$ cat src/rtl/blc_pkg.sv
package blc_pkg;

  localparam int SAMPLES_DEF     = 8;
  localparam int SAMPLE_BITS_DEF = 10;

  localparam int VALUE_BITS = 11;
  localparam int LEVEL_BITS = 3;
  localparam int COUNT_BITS = 4;
  localparam int INDEX_BITS = 3;

  localparam logic [VALUE_BITS-1:0] VALUE_MAX = 11'd2047;

  typedef enum logic [INDEX_BITS-1:0] {
    REG_FULL     = 3'd0,
    REG_HIGH     = 3'd1,
    REG_MID      = 3'd2,
    REG_LOW      = 3'd3,
    REG_CRITICAL = 3'd4,
    REG_CONFIRM  = 3'd5
  } reg_index_t;

  typedef struct packed {
    logic [VALUE_BITS-1:0] full;
    logic [VALUE_BITS-1:0] high;
    logic [VALUE_BITS-1:0] mid;
    logic [VALUE_BITS-1:0] low;
    logic [VALUE_BITS-1:0] critical;
    logic [COUNT_BITS-1:0] confirm;
  } cfg_t;

  localparam logic [VALUE_BITS-1:0] FULL_RST     = 11'd840;
  localparam logic [VALUE_BITS-1:0] HIGH_RST     = 11'd810;
  localparam logic [VALUE_BITS-1:0] MID_RST      = 11'd780;
  localparam logic [VALUE_BITS-1:0] LOW_RST      = 11'd750;
  localparam logic [VALUE_BITS-1:0] CRITICAL_RST = 11'd730;
  localparam logic [COUNT_BITS-1:0] CONFIRM_RST  = 4'd4;

  localparam logic [LEVEL_BITS-1:0] LEVEL_NONE = 3'd0;
  localparam logic [LEVEL_BITS-1:0] LEVEL_1    = 3'd1;
  localparam logic [LEVEL_BITS-1:0] LEVEL_2    = 3'd2;
  localparam logic [LEVEL_BITS-1:0] LEVEL_3    = 3'd3;
  localparam logic [LEVEL_BITS-1:0] LEVEL_4    = 3'd4;
  localparam logic [LEVEL_BITS-1:0] LEVEL_5    = 3'd5;
  localparam logic [LEVEL_BITS-1:0] LEVEL_6    = 3'd6;

  localparam int OFS_BITS = 5;
  localparam logic [2:0] DRIVE_PWM = 3'd1;
  localparam logic [2:0] DRIVE_MID = 3'd2;
  localparam logic [2:0] DRIVE_LOW = 3'd4;
  localparam logic [1:0] STEP_ONE  = 2'd1;
  localparam logic [1:0] STEP_TWO  = 2'd2;

  localparam logic [OFS_BITS-1:0] OFS_NONE       = 5'h00;
  localparam logic [OFS_BITS-1:0] OFS_STEP_ONE   = 5'h0C;
  localparam logic [OFS_BITS-1:0] OFS_STEP_TWO   = 5'h14;
  localparam logic [OFS_BITS-1:0] OFS_STEP_OTHER = 5'h1C;
  localparam logic [OFS_BITS-1:0] OFS_DRIVE_MID  = 5'h10;
  localparam logic [OFS_BITS-1:0] OFS_DRIVE_LOW  = 5'h08;

  localparam int SUB_BITS = 6;
  localparam logic [SUB_BITS-1:0] SUB_LOW  = 6'd32;
  localparam logic [SUB_BITS-1:0] SUB_MID  = 6'd26;
  localparam logic [SUB_BITS-1:0] SUB_HIGH = 6'd20;

  function automatic logic [OFS_BITS-1:0] load_offset(input logic [2:0] drive,
                                                      input logic [1:0] step);
    logic [OFS_BITS-1:0] ofs;
    ofs = OFS_NONE;
    if (drive == DRIVE_PWM) begin
      if (step == STEP_ONE) begin
        ofs = OFS_STEP_ONE;
      end else if (step == STEP_TWO) begin
        ofs = OFS_STEP_TWO;
      end else begin
        ofs = OFS_STEP_OTHER;
      end
    end else if (drive == DRIVE_MID) begin
      ofs = OFS_DRIVE_MID;
    end else if (drive == DRIVE_LOW) begin
      ofs = OFS_DRIVE_LOW;
    end
    return ofs;
  endfunction

  function automatic logic [SUB_BITS-1:0] charge_sub(input logic [LEVEL_BITS-1:0] level);
    logic [SUB_BITS-1:0] sub;
    if (level < LEVEL_3) begin
      sub = SUB_LOW;
    end else if (level < LEVEL_5) begin
      sub = SUB_MID;
    end else begin
      sub = SUB_HIGH;
    end
    return sub;
  endfunction

  function automatic logic [LEVEL_BITS-1:0] map_level(input logic [VALUE_BITS-1:0] v,
                                                      input cfg_t cfg);
    logic [LEVEL_BITS-1:0] lvl;
    if (v > cfg.full) begin
      lvl = LEVEL_6;
    end else if (v > cfg.high) begin
      lvl = LEVEL_5;
    end else if (v > cfg.mid) begin
      lvl = LEVEL_4;
    end else if (v > cfg.low) begin
      lvl = LEVEL_3;
    end else if (v > cfg.critical) begin
      lvl = LEVEL_2;
    end else begin
      lvl = LEVEL_1;
    end
    return lvl;
  endfunction

endpackage

$ cat src/rtl/blc_split.sv
module blc_split #(
  parameter int SAMPLES     = blc_pkg::SAMPLES_DEF,
  parameter int SAMPLE_BITS = blc_pkg::SAMPLE_BITS_DEF
) (
  input  logic                             clk,
  input  logic                             rst,
  input  logic                             in_valid,
  output logic                             in_ready,
  input  logic [SAMPLE_BITS-1:0]           in_sample,
  input  logic [2:0]                       in_drive,
  input  logic [1:0]                       in_step,
  input  logic                             in_charging,
  output logic                             q_valid,
  input  logic                             q_ready,
  output logic [SAMPLE_BITS-1:0]           q_quot,
  output logic [$clog2(SAMPLES)-1:0]       q_rem,
  output logic [2:0]                       q_drive,
  output logic [1:0]                       q_step,
  output logic                             q_charging
);

  localparam int RW = $clog2(SAMPLES);
  localparam int SH = SAMPLE_BITS + RW;
  localparam int MW = SAMPLE_BITS + 2;
  localparam int PW = SH + SAMPLE_BITS;
  localparam longint unsigned RECIP =
    ((64'd1 << SH) + longint'(SAMPLES) - 64'd1) / longint'(SAMPLES);
  localparam logic [MW-1:0] RECIP_C = MW'(RECIP);
  localparam logic [SAMPLE_BITS-1:0] DIV_C = SAMPLE_BITS'(SAMPLES);

  logic                   valid;
  logic [SAMPLE_BITS-1:0] sample;
  logic [2:0]             drive;
  logic [1:0]             step;
  logic                   charging;

  logic                   stage_ready;
  logic [PW-1:0]          prod;
  logic [SAMPLE_BITS-1:0] quot;
  logic [SAMPLE_BITS-1:0] back;
  logic [SAMPLE_BITS-1:0] rem_full;

  assign stage_ready = !q_valid || q_ready;
  assign in_ready    = !valid || stage_ready;

  // quotient by reciprocal, exact for every sample value
  assign prod     = PW'(sample) * PW'(RECIP_C);
  assign quot     = prod[SH +: SAMPLE_BITS];
  assign back     = SAMPLE_BITS'(quot * DIV_C);
  assign rem_full = sample - back;

  always_ff @(posedge clk) begin
    if (rst) begin
      valid <= 1'b0;
    end else if (in_ready) begin
      valid <= in_valid;
    end
  end

  always_ff @(posedge clk) begin
    if (in_valid && in_ready) begin
      sample   <= in_sample;
      drive    <= in_drive;
      step     <= in_step;
      charging <= in_charging;
    end
  end

  always_ff @(posedge clk) begin
    if (rst) begin
      q_valid <= 1'b0;
    end else if (stage_ready) begin
      q_valid <= valid;
    end
  end

  always_ff @(posedge clk) begin
    if (valid && stage_ready) begin
      q_quot     <= quot;
      q_rem      <= rem_full[RW-1:0];
      q_drive    <= drive;
      q_step     <= step;
      q_charging <= charging;
    end
  end

endmodule

$ cat src/rtl/blc_accum.sv
module blc_accum #(
  parameter int SAMPLES     = blc_pkg::SAMPLES_DEF,
  parameter int SAMPLE_BITS = blc_pkg::SAMPLE_BITS_DEF
) (
  input  logic                       clk,
  input  logic                       rst,
  input  logic                       q_valid,
  output logic                       q_ready,
  input  logic [SAMPLE_BITS-1:0]     q_quot,
  input  logic [$clog2(SAMPLES)-1:0] q_rem,
  input  logic [2:0]                 q_drive,
  input  logic [1:0]                 q_step,
  input  logic                       q_charging,
  output logic                       b_valid,
  input  logic                       b_ready,
  output logic [SAMPLE_BITS-1:0]     b_avg,
  output logic [2:0]                 b_drive,
  output logic [1:0]                 b_step,
  output logic                       b_charging
);

  localparam int RW = $clog2(SAMPLES);
  localparam logic [RW-1:0] LAST_C = RW'(SAMPLES - 1);
  localparam logic [RW:0]   DIV_C  = (RW + 1)'(SAMPLES);

  logic [RW-1:0]          sample_count;
  logic [SAMPLE_BITS-1:0] quot_acc;
  logic [RW-1:0]          rem_acc;

  logic                   last;
  logic                   stage_ready;
  logic                   take;
  logic [RW:0]            rem_sum;
  logic                   carry;
  logic [RW:0]            rem_wrap;
  logic [SAMPLE_BITS-1:0] quot_sum;

  assign last        = sample_count == LAST_C;
  assign stage_ready = !b_valid || b_ready;
  assign q_ready     = !last || stage_ready;
  assign take        = q_valid && q_ready;

  // remainders stay below the block size, one correction step is enough
  assign rem_sum  = {1'b0, rem_acc} + {1'b0, q_rem};
  assign carry    = rem_sum >= DIV_C;
  assign rem_wrap = carry ? rem_sum - DIV_C : rem_sum;
  assign quot_sum = quot_acc + q_quot + SAMPLE_BITS'(carry);

  always_ff @(posedge clk) begin
    if (rst) begin
      sample_count <= '0;
      quot_acc     <= '0;
      rem_acc      <= '0;
    end else if (take) begin
      if (last) begin
        sample_count <= '0;
        quot_acc     <= '0;
        rem_acc      <= '0;
      end else begin
        sample_count <= sample_count + RW'(1);
        quot_acc     <= quot_sum;
        rem_acc      <= rem_wrap[RW-1:0];
      end
    end
  end

  always_ff @(posedge clk) begin
    if (rst) begin
      b_valid <= 1'b0;
    end else if (stage_ready) begin
      b_valid <= take && last;
    end
  end

  always_ff @(posedge clk) begin
    if (take && last) begin
      b_avg      <= quot_sum;
      b_drive    <= q_drive;
      b_step     <= q_step;
      b_charging <= q_charging;
    end
  end

endmodule

$ cat src/rtl/blc_grade.sv
module blc_grade #(
  parameter int SAMPLE_BITS = blc_pkg::SAMPLE_BITS_DEF
) (
  input  logic                                clk,
  input  logic                                rst,
  input  blc_pkg::cfg_t                       cfg,
  input  logic                                b_valid,
  output logic                                b_ready,
  input  logic [SAMPLE_BITS-1:0]              b_avg,
  input  logic [2:0]                          b_drive,
  input  logic [1:0]                          b_step,
  input  logic                                b_charging,
  output logic                                out_valid,
  input  logic                                out_ready,
  output logic [blc_pkg::LEVEL_BITS-1:0]      battery_level,
  output logic [blc_pkg::VALUE_BITS-1:0]      compensated_value,
  output logic [blc_pkg::LEVEL_BITS-1:0]      candidate_level
);

  localparam int EW = (SAMPLE_BITS + 1 > blc_pkg::VALUE_BITS + 1) ?
                      SAMPLE_BITS + 1 : blc_pkg::VALUE_BITS + 1;

  logic [blc_pkg::LEVEL_BITS-1:0] level_now;
  logic [blc_pkg::COUNT_BITS-1:0] mismatch_count;

  logic [blc_pkg::LEVEL_BITS-1:0] level_next;
  logic [blc_pkg::COUNT_BITS-1:0] mismatch_next;

  logic                           take;
  logic [EW-1:0]                  raw;
  logic [EW-1:0]                  sub;
  logic [EW-1:0]                  charged;
  logic [blc_pkg::VALUE_BITS-1:0] comp;
  logic [blc_pkg::LEVEL_BITS-1:0] cand;
  logic [blc_pkg::COUNT_BITS:0]   mis_inc;

  assign b_ready = !out_valid || out_ready;
  assign take    = b_valid && b_ready;

  always_comb begin
    raw = EW'(b_avg) + EW'(blc_pkg::load_offset(b_drive, b_step));
    sub = EW'(blc_pkg::charge_sub(level_now));
    if (b_charging) begin
      charged = (raw > sub) ? raw - sub : '0;
    end else begin
      charged = raw;
    end
    if (charged > EW'(blc_pkg::VALUE_MAX)) begin
      comp = blc_pkg::VALUE_MAX;
    end else begin
      comp = charged[blc_pkg::VALUE_BITS-1:0];
    end
    cand = blc_pkg::map_level(comp, cfg);
  end

  always_comb begin
    mis_inc       = {1'b0, mismatch_count} + (blc_pkg::COUNT_BITS + 1)'(1);
    level_next    = level_now;
    mismatch_next = '0;
    if (cand != level_now) begin
      if (mis_inc > {1'b0, cfg.confirm}) begin
        level_next = cand;
      end else begin
        mismatch_next = mis_inc[blc_pkg::COUNT_BITS-1:0];
      end
    end
  end

  always_ff @(posedge clk) begin
    if (rst) begin
      level_now      <= blc_pkg::LEVEL_NONE;
      mismatch_count <= '0;
      out_valid      <= 1'b0;
    end else begin
      if (take) begin
        level_now      <= level_next;
        mismatch_count <= mismatch_next;
      end
      if (b_ready) begin
        out_valid <= b_valid;
      end
    end
  end

  always_ff @(posedge clk) begin
    if (take) begin
      battery_level     <= level_next;
      compensated_value <= comp;
      candidate_level   <= cand;
    end
  end

endmodule

$ cat src/rtl/battery_level_estimator.sv
// Battery level estimator: takes one ADC conversion per request on the in channel and,
// after every SAMPLES conversions, gives one result with the block average after load
// and charging compensation, the level it maps to, and the confirmed battery level.
// A conversion can be taken every clock cycle unless the pipeline stalls. The input
// register, the reciprocal divide stage, the block accumulator and the result register
// form the pipeline; it stalls only when the result register holds a result that is
// not taken while every stage is full. Load offset, pwm step and charging flag come
// from the last conversion of a block. Thresholds and the confirm limit are written
// through cfg_we/cfg_index/cfg_data; the user must write them only while no block is
// in flight, which the block itself does not enforce.
module battery_level_estimator #(
  parameter int SAMPLES     = blc_pkg::SAMPLES_DEF,
  parameter int SAMPLE_BITS = blc_pkg::SAMPLE_BITS_DEF
) (
  input  logic                           clk,
  input  logic                           rst,
  input  logic                           cfg_we,
  input  logic [blc_pkg::INDEX_BITS-1:0] cfg_index,
  input  logic [blc_pkg::VALUE_BITS-1:0] cfg_data,
  input  logic                           in_valid,
  output logic                           in_ready,
  input  logic [SAMPLE_BITS-1:0]         adc_sample,
  input  logic [2:0]                     drive_level,
  input  logic [1:0]                     pwm_step,
  input  logic                           charging,
  output logic                           out_valid,
  input  logic                           out_ready,
  output logic [blc_pkg::LEVEL_BITS-1:0] battery_level,
  output logic [blc_pkg::VALUE_BITS-1:0] compensated_value,
  output logic [blc_pkg::LEVEL_BITS-1:0] candidate_level
);

  localparam int RW = $clog2(SAMPLES);

  blc_pkg::cfg_t cfg;

  logic                   q_valid;
  logic                   q_ready;
  logic [SAMPLE_BITS-1:0] q_quot;
  logic [RW-1:0]          q_rem;
  logic [2:0]             q_drive;
  logic [1:0]             q_step;
  logic                   q_charging;

  logic                   b_valid;
  logic                   b_ready;
  logic [SAMPLE_BITS-1:0] b_avg;
  logic [2:0]             b_drive;
  logic [1:0]             b_step;
  logic                   b_charging;

  always_ff @(posedge clk) begin
    if (rst) begin
      cfg.full     <= blc_pkg::FULL_RST;
      cfg.high     <= blc_pkg::HIGH_RST;
      cfg.mid      <= blc_pkg::MID_RST;
      cfg.low      <= blc_pkg::LOW_RST;
      cfg.critical <= blc_pkg::CRITICAL_RST;
      cfg.confirm  <= blc_pkg::CONFIRM_RST;
    end else if (cfg_we) begin
      case (cfg_index)
        blc_pkg::REG_FULL:     cfg.full     <= cfg_data;
        blc_pkg::REG_HIGH:     cfg.high     <= cfg_data;
        blc_pkg::REG_MID:      cfg.mid      <= cfg_data;
        blc_pkg::REG_LOW:      cfg.low      <= cfg_data;
        blc_pkg::REG_CRITICAL: cfg.critical <= cfg_data;
        blc_pkg::REG_CONFIRM:  cfg.confirm  <= cfg_data[blc_pkg::COUNT_BITS-1:0];
        default: begin
        end
      endcase
    end
  end

  blc_split #(
    .SAMPLES     (SAMPLES),
    .SAMPLE_BITS (SAMPLE_BITS)
  ) u_split (
    .clk         (clk),
    .rst         (rst),
    .in_valid    (in_valid),
    .in_ready    (in_ready),
    .in_sample   (adc_sample),
    .in_drive    (drive_level),
    .in_step     (pwm_step),
    .in_charging (charging),
    .q_valid     (q_valid),
    .q_ready     (q_ready),
    .q_quot      (q_quot),
    .q_rem       (q_rem),
    .q_drive     (q_drive),
    .q_step      (q_step),
    .q_charging  (q_charging)
  );

  blc_accum #(
    .SAMPLES     (SAMPLES),
    .SAMPLE_BITS (SAMPLE_BITS)
  ) u_accum (
    .clk        (clk),
    .rst        (rst),
    .q_valid    (q_valid),
    .q_ready    (q_ready),
    .q_quot     (q_quot),
    .q_rem      (q_rem),
    .q_drive    (q_drive),
    .q_step     (q_step),
    .q_charging (q_charging),
    .b_valid    (b_valid),
    .b_ready    (b_ready),
    .b_avg      (b_avg),
    .b_drive    (b_drive),
    .b_step     (b_step),
    .b_charging (b_charging)
  );

  blc_grade #(
    .SAMPLE_BITS (SAMPLE_BITS)
  ) u_grade (
    .clk               (clk),
    .rst               (rst),
    .cfg               (cfg),
    .b_valid           (b_valid),
    .b_ready           (b_ready),
    .b_avg             (b_avg),
    .b_drive           (b_drive),
    .b_step            (b_step),
    .b_charging        (b_charging),
    .out_valid         (out_valid),
    .out_ready         (out_ready),
    .battery_level     (battery_level),
    .compensated_value (compensated_value),
    .candidate_level   (candidate_level)
  );

`ifndef ASSERT_OFF
  a_stall_from_output: assert property (@(posedge clk) disable iff (rst)
    !in_ready |-> (out_valid && !out_ready))
    else $error("input stalled while result path is free");

  a_candidate_range: assert property (@(posedge clk) disable iff (rst)
    out_valid |-> (candidate_level >= blc_pkg::LEVEL_1 && candidate_level <= blc_pkg::LEVEL_6))
    else $error("candidate level out of range");

  a_level_range: assert property (@(posedge clk) disable iff (rst)
    out_valid |-> (battery_level <= blc_pkg::LEVEL_6))
    else $error("battery level out of range");

  a_no_result_after_reset: assert property (@(posedge clk) disable iff (rst)
    $past(rst) |-> !out_valid)
    else $error("result present right after reset");
`endif

endmodule
$ cat config.mk
export PLATFORM = sky130hd
export DESIGN_NAME = battery_level_estimator
export DESIGN_NICKNAME = d
export VERILOG_FILES = /design/src/rtl/blc_pkg.sv /design/src/rtl/blc_split.sv /design/src/rtl/blc_accum.sv /design/src/rtl/blc_grade.sv /design/src/rtl/battery_level_estimator.sv
export SDC_FILE = /design/constraint.sdc
export NUM_CORES = 1
export LEC_CHECK = 0
export CORE_UTILIZATION = 40
export CTS_BUF_LIST = sky130_fd_sc_hd__clkbuf_8
export DETAILED_ROUTE_END_ITERATION = 16
export DONT_BUFFER_PORTS = 1
export PLACE_DENSITY = 0.56
export SYNTH_ARGS = -nofsm -noshare
export SYNTH_HDL_FRONTEND = slang
export SYNTH_HIERARCHICAL = 1
export SYNTH_SLANG_ARGS = --single-unit
$ cat constraint.sdc
create_clock -name clk -period 7 [get_ports clk]
set_input_delay 1.4 -clock clk [delete_from_list [all_inputs] [get_ports clk]]
set_output_delay 1.4 -clock clk [all_outputs]
set_load 0.05 [all_outputs]
==> summary.md, run 1 <==
| Metric | Value |
|---|---|
| Status | complete, no violations |
| Hold EP | u_split/q_quot[3] |
| Mean routed wirelength per cell | approximately 17 um |
| Total negative slack | 0 ns |
| Reg2Reg Setup Slack | 0.72 ns |
| Worst Clk Skew | roughly 0.017 ns |
| ANT cells | 0 |
| Max IR drop VDD | 0.000118 V |
| Synth top area share | a little under a quarter |
| DR pass1 iterations | 5 |
| Std-Cell Rows | 52 |
| Clk buf depth | 2 |
| Clock sink total | 151 |
| Main synth FF type | dfxtp_1 |
| Number of synthesized flops with an enable pin | 65 |
| Post-CTS Setup Repair Bufs | 0 |
| H-tree depth | 4 |
| Netlist cell types | 70 |
| Syn-to-layout area delta | 8.27% |
| Most area-hungry cell type in the Yosys netlist | edfxtp_1 |
| Core Box Area | 20200 um2 |
| Remaining Overflow, GRT | 0 |
| Largest net degree at the start of global routing | ~100 |
| Initial antenna violation count | 0 |
| Max Fclk | about 160 MHz |
| # port buffers | 0 |
| Vias in the first global route | around 5500 |
| Cells after Synth | slightly below 800 |
| Critical Path End Type | flop |
| Initial Utilization | around two fifths |
| Critical path, cell by cell | nand3b_1 > a21oi_1 > inv_1 > fa_1 > inv_1 > ha_1 > a21oi_1 > o21bai_1 > a21oi_1 > o21ai_0 > nor3b_2 > or4b_2 > o21ai_0 > ha_1 > a21oi_1 > o21ai_0 > a2111oi_1 > nor2_1 > or4_1 > a211oi_1 > o22ai_1 > a22oi_1 > nor2_1 |
| Final Total Pwr | ~1.7 mW |
| DR iter-0 viols | approximately 240 |
| Final wirelength | 18000 um |
| Clock Pin Slew Worst Setup and Hold Paths | 0.10 ns |
| Power density cells | about 190 nW/um2 |
| CTS resizes | 0 |
| First-pass GRT wire length | about 29000 um |
| Worst-path maximum fanout | 10 |
| Die width | between 100 and 150 um |
| Hold Vio Cnt, Final | 0 |
| RSZ-0062 raised after global routing | no |
| Reg2Reg Depth | 23 |
| Tot GR Track Use | 17.7% |
| WP data required | 7.35 ns |
| Worst slew margin | between 15 and 20% |
| Final worst path period need | about 6.3 ns |
| Final hold slack | ~0.42 ns |
| CP startpoint kind | flop |
| Worst setup path start | u_accum/b_drive[2] |
| GPL Wtd Cong | about 0.8 |
| Crit path kind | reg -> reg |
| Via Count | 5591 |
| Final slew viol count | 0 |
| Endpoints failing setup | 0 |
| Die H | 145 um |
| Yosys reg bits | ~150 |
| Sequential fraction of the synthesis area | between 40% and 50% |
| Clock Latency Late Sink | about 0.47 ns |
| CTS Root Cell | clkbuf_8 |
| Period utilisation layout | between 80% and 90% |
| Ranking of synthesized cells by area | edfxtp_1, dfxtp_1, ha_1 |
| Ys async rst share | 0% |
| CP dominant cell by count | a21oi_1 |
| WP buf/inv | 2 |
| Die ar. | ~21000 um2 |
| Worst Hold Class | reg -> reg |
| Via density | 5.19 |
| Leak | ~3.9 nW |
| CTS tree | built |
| CTS Buf Count | 17 |
| Count leader, synth | dfxtp_1 |
| Mapped Area | just over 8000 um2 |
| Core Util, Final | between 40% and 50% |
| Synth Warn # | 6 |
| Cts hold-fix bufs | 0 |
| Share of layout cells above drive strength 1 | roughly 7.4% |
| Max-cap violation count | 0 |
| Drc violations | 0 |
| Crit-path slowest cell | a2111oi_1 |
| Top post-synthesis cells by count | dfxtp_1, ha_1, inv_1, edfxtp_1, nor2_1 |
| Final net count | ~920 |
| RR Endpoint | u_grade/mismatch_count[0] |
| # fillers | roughly 1900 |
| Hold_sp | u_split/sample[6] |
| Synth Area per Inst | a little over 10 um2 |
| ANT nets after route | 0 |
| Worst Path Arrival | roughly 6.6 ns |
| Hold Path Stages | 0 |
| Worst path max stage delay | 0.66 ns |
| Crit path max-delay family | compound AO/OA/AOI/OAI gates |
| Final HPWL DP | 13300 um |
| Worst Tran Pin Value | between 1 and 1.5 ns |
| Io pins | 54 |
| Critical R2R Launch | u_accum/b_drive[2] |
-- through the flow --
stage | instances | instance area, um2 | worst slack, ns
global route | 1077 | 8880 | 0.194
floorplan | 795 | 8210 | 1.37
CTS | 1077 | 8880 | 0.723
global placement | 1045 | 8470 | 0.886
finish | 1077 | 8880 | 0.719
detailed placement | 1045 | 8470 | 0.769
-- per-layer routing --
layer	track usage (%)	vias to the layer above	routed length (um)
met3	3.43	33	729
met1	23.9	2656	8700
met4	7.89	0	459
li1	-	2801	-
met5	0	-	0
met2	27.3	101	8120
-- registers in the layout (all words and copies together), names as in the netlist, 2 cells and up --
| name | count |
|---|---|
| cfg | 59 |
| u_accum/b_avg | 10 |
| u_accum/b_drive | 3 |
| u_accum/b_step | 2 |
| u_accum/quot_acc | 10 |
| u_accum/rem_acc | 3 |
| u_accum/sample_count | 3 |
| u_grade/battery_level | 3 |
| u_grade/candidate_level | 3 |
| u_grade/compensated_value | 11 |
| u_grade/level_now | 3 |
| u_grade/mismatch_count | 4 |
| u_split/drive | 3 |
| u_split/q_drive | 3 |
| u_split/q_quot | 7 |
| u_split/q_rem | 3 |
| u_split/q_step | 2 |
| u_split/sample | 10 |
| u_split/step | 2 |
-- power by group --
group	switching, mW	leakage (nW)	internal [mW]
logic	0.0532	2.38	0.0406
clock network	0.395	0.208	0.274
registers	0.00986	1.30	0.939
total	0.459	3.89	1.25
-- cell usage in the layout (no fill, tap or decap), types with 3 or more instances in the layout --
master    netlist  layout
a211oi_1        8       8
a21o_1         15      15
a21oi_1        46      46
a22o_1          4       4
a22oi_1         5       5
and2_1          3       3
buf_4           3       4
clkbuf_8        0      17
clkinv_4        0       3
clkinv_8        0       4
conb_1          1       3
dfxtp_1        86      86
edfxtp_1       65      65
fa_1            5       5
ha_1           81      81
inv_1          80      80
inv_8           0       6
mux2_2          4       4
mux2i_1        60      60
nand2_1        42      42
nand2b_1       52      52
nand3_1        15      15
nand3b_1        7       7
nand4_1        15      15
nand4b_1        3       3
nor2_1         63      63
nor2b_1         5       5
nor3_1          6       6
o211ai_1        3       3
o21a_1          5       5
o21ai_0        14      14
o22ai_1         6       6
o31ai_1         4       4
xnor2_1        12      12
xor2_1          7       7
-- worst max path at each step --
stage / end / slack [ns] / cells after the start
final: u_grade/mismatch_count[0] / 0.72 / 23
after global routing: u_grade/mismatch_count[0] / 0.19 / 23
after CTS: u_grade/mismatch_count[0] / 0.72 / 23
after detailed placement: u_grade/mismatch_count[0] / 0.77 / 23
after global placement: u_grade/mismatch_count[3] / 0.89 / 23
after floorplan: u_grade/mismatch_count[0] / 1.37 / 23
-- final cells by class --
| class | count | area [um2] | share of cell area (%) |
|---|---|---|---|
| Clock buffer | 17 | 234 | 2.63 |
| Clock inverter | 15 | 176 | 1.99 |
| Inverter | 80 | 300 | 3.38 |
| Multi-Input combinational cell | 540 | 4130 | 46.5 |
| Sequential cell | 151 | 3670 | 41.4 |
| Tap cell | 270 | 338 | 3.80 |
| Timing Repair Buffer | 4 | 30.0 | 0.338 |
-- kinds of logic (layout without fill, tap and decap cells) --
family                   Yosys count  count (layout)  share of synthesized area [%]
AND/OR/NAND/NOR                  236             236                           15.6
flip-flops                       151             151                           44.8
AO/OA/AOI/OAI                    132             132                           11.1
buffers and inverters            104             116                           4.97
adder cells (fa/ha/maj)           86              86                           13.6
multiplexers                      64              64                           7.87
XOR/XNOR                          19              19                           2.03
other                              1               3                         0.0457
-- worst register-to-register path: stages (launching register included) --
cell	delay [ns]
edfxtp_1	0.43
nand3b_1	0.18
a21oi_1	0.20
inv_1	0.09
fa_1	0.55
inv_1	0.05
ha_1	0.34
a21oi_1	0.08
o21bai_1	0.19
a21oi_1	0.12
o21ai_0	0.27
nor3b_2	0.17
or4b_2	0.64
o21ai_0	0.30
ha_1	0.38
a21oi_1	0.18
o21ai_0	0.12
a2111oi_1	0.66
nor2_1	0.11
or4_1	0.43
a211oi_1	0.24
o22ai_1	0.18
a22oi_1	0.20
nor2_1	0.06
(Power assumes the default switching activity.)
==> run 2: changes to the inputs <==
==> constraint.sdc (replaced) <==
create_clock -name clk -period 5.8 [get_ports clk]
set_input_delay 1.16 -clock clk [delete_from_list [all_inputs] [get_ports clk]]
set_output_delay 1.16 -clock clk [all_outputs]
set_load 0.05 [all_outputs]
==> summary.md, run 2 (synthesized netlist as in run 1, its figures left out) <==
| Metric | Value |
|---|---|
| Status | complete, no violations |
| Remaining Overflow, GRT | 0 (unchanged) |
| Power density cells | 222 nW/um2 (+15%) |
| CTS Buf Count | 17 (unchanged) |
| Final worst path period need | 5.58 ns (-0.704 ns) |
| Worst setup path start | u_accum/b_drive[2] |
| Met3 wire length | 674 um (-7.5%) |
| Final HPWL DP | 13700 um (+3.0%) |
| Clock power frac | 40.0% (+0.9 points) |
| Worst Clk Skew | 0.0168 ns (-0.0000557 ns) |
| Reg2Reg Depth | 27 (+17%) |
| DR top layer | met4 |
| Final wirelength | 19000 um (+5.5%) |
| GPL Wtd Cong | 0.797 (-2.0%) |
| Max-cap violation count | 0 (unchanged) |
| Via density | 5.23 (+0.67%) |
| Largest Register | cfg |
| Wl on met1 | 9110 um (+4.7%) |
| Period utilisation layout | 96.2% (+6.4 points) |
| Syn-to-layout area delta | 15.9% |
| # fillers | 1896 (-2.7%) |
| Worst Path Arrival | 5.95 ns (-0.68 ns) |
| Reg area | 3670 um2 (unchanged) |
| Drc violations | 0 (unchanged) |
| Die width | 145 um (unchanged) |
| Final slew viol count | 0 (unchanged) |
| First-pass GRT wire length | 30200 um (+5.4%) |
| CP startpoint kind | flop |
| Setup WS pre-CTS | -0.273 ns (-1.04 ns) |
| # port buffers | 0 (unchanged) |
| Hold Vio Cnt, Final | 0 (unchanged) |
| Clock Latency Late Sink | 0.47 ns (about the same) |
| Switching share of power | 27.7% (+0.93 points) |
| Worst slew margin | 28.4% (+13 points) |
| Finished Cell Area | 9510 um2 (+7.1%) |
| Hold Path Stages | 0 (unchanged) |
| Most common cell after layout, fill and taps aside | dfxtp_1 |
| Critical Path End Type | flop |
| Largest net degree at the start of global routing | 104 (unchanged) |
| Core Box Area | 20200 um2 (unchanged) |
| Leak | 4.14 nW (+6.4%) |
| ANT nets after route | 0 (unchanged) |
| Inst Count DP | 1073 (+2.7%) |
| Clock sink total | 151 (unchanged) |
| NetSw | 0.585 mW (+28%) |
| Final net count | 954 (+4.3%) |
| Worst Tran Pin Value | 1.07 ns (-0.199 ns) |
| Non-filler cells, final | 1116 (+3.6%) |
| WP data required | 6.18 ns (-1.17 ns) |
| DR iter-0 viols | 325 (+38%) |
| Cts hold-fix bufs | 0 (unchanged) |
| Worst Hold Class | reg -> reg |
| Initial Utilization | 40.7% (unchanged) |
| Most frequent cells in the layout | dfxtp_1, inv_1, ha_1, edfxtp_1, nor2_1 |
| CTS Root Cell | clkbuf_8 |
| H-tree depth | 4 (unchanged) |
| Via Count | 5832 (+4.3%) |
| Setup ws final | 0.222 ns (-0.496 ns) |
| Max IR drop VDD | 0.000128 V (+8.3%) |
| Clock Pin Slew Worst Setup and Hold Paths | 0.11 ns (about the same) |
| Critical R2R Launch | u_accum/b_drive[2] |
| Vias in the first global route | 5862 (+6.0%) |
| Die ar. | 21100 um2 (unchanged) |
| Multi-input gate area | 4450 um2 (+7.7%) |
| Die H | 145 um (unchanged) |
| Initial antenna violation count | 0 (unchanged) |
| Worst-path maximum fanout | 4 (-6) |
| Comb pwr share | 5.8% (+0.3 points) |
| Final hold slack | 0.430 ns (+0.00692 ns) |
| Hold_sp | u_split/sample[8] |
| Reg power frac | 54.2% (-1.2 points) |
| Tot GR Track Use | 18.3% (+0.63 points) |
| Placed Instance Area | 8680 um2 (+2.5%) |
| Max Fclk | 179 MHz (+13%) |
| Biggest regs | cfg (59), u_grade/compensated_value (11) |
| Pint | 1.53 mW (+22%) |
| Metal2 WL | 8920 um (+9.9%) |
| CTS tree | built |
| Io pins | 54 (unchanged) |
| Largest register FFs | 59 (unchanged) |
| Endpoints failing setup | 0 (unchanged) |
| Mean routed wirelength per cell | 17.0 um (+1.8%) |
| Clk buf depth | 2 (unchanged) |
| Std-Cell Rows | 52 (unchanged) |
| DR pass1 iterations | 5 (unchanged) |
| ANT cells | 0 (unchanged) |
| Share of layout cells above drive strength 1 | 17.0% (+9.6 points) |
| Crit path kind | reg -> reg |
-- run 2: critical path, cell delays in order (launching register included) --
cell	delay [ns]
edfxtp_1	0.45
nand3b_1	0.20
a21oi_2	0.18
inv_2	0.06
fa_2	0.55
inv_1	0.07
ha_4	0.28
buf_4	0.11
nand4_1	0.11
nor3_2	0.22
o21ai_2	0.10
nor3b_2	0.24
buf_4	0.18
o21a_1	0.13
o22ai_1	0.08
buf_4	0.19
buf_4	0.18
ha_4	0.24
nand4_1	0.11
a21oi_1	0.09
a2111oi_4	0.32
buf_4	0.16
nor2_1	0.06
or4_4	0.53
a211oi_2	0.26
o22ai_2	0.14
a22oi_2	0.17
nor2_1	0.06
-- run 2: layer usage --
layer / vias up / track usage [%]
li1: 2875 / -
met1: 2834 / 24.5
met2: 99 / 29.1
met3: 24 / 4.25
met4: 0 / 5.79
met5: - / 0
-- run 2: path summary, 6_finish.rpt --
| check | end | slack [ns] |
|---|---|---|
| max | u_grade/mismatch_count[3] | 0.22 |
| min | u_split/q_quot[5] | 0.43 |
| max reg2reg | u_grade/mismatch_count[3] | 0.22 |
| min reg2reg | u_split/q_quot[5] | 0.43 |
-- run 2: power by group through the flow --
stage	logic, mW	clock network [mW]	registers [mW]
floorplan	0.0975	0	1.17
global placement	0.111	0	1.17
detailed placement	0.115	0	1.17
CTS	0.116	0.864	1.15
global route	0.134	0.909	1.15
finish	0.122	0.845	1.15
-- run 2: timing repair --
action,in CTS,in global routing
setup endpoints to repair,4,6
setup buffers,0,11
pin swaps,0,19
resized for setup,4,49
-- run 2: through the flow --
stage | power (mW) | util [%] | TNS [ns]
2_1_floorplan | 1.26 | - | 0
3_3_place_gp | 1.28 | 43.0 | -0.118
3_5_place_dp | 1.29 | 43.0 | -0.945
4_1_cts | 2.13 | 45.2 | 0
5_1_grt | 2.19 | 47.2 | -0.104
6_report | 2.11 | 47.2 | 0
-- run 2: layout make-up --
| type | count | share of cell area (%) |
|---|---|---|
| multi-input cells | 540 | 46.7 |
| flip-flops and latches | 151 | 38.6 |
| well taps | 270 | 3.55 |
| repair buffers | 43 | 3.53 |
| inverters | 80 | 3.16 |
| clock buffers | 17 | 2.46 |
| clock inverters | 15 | 1.93 |
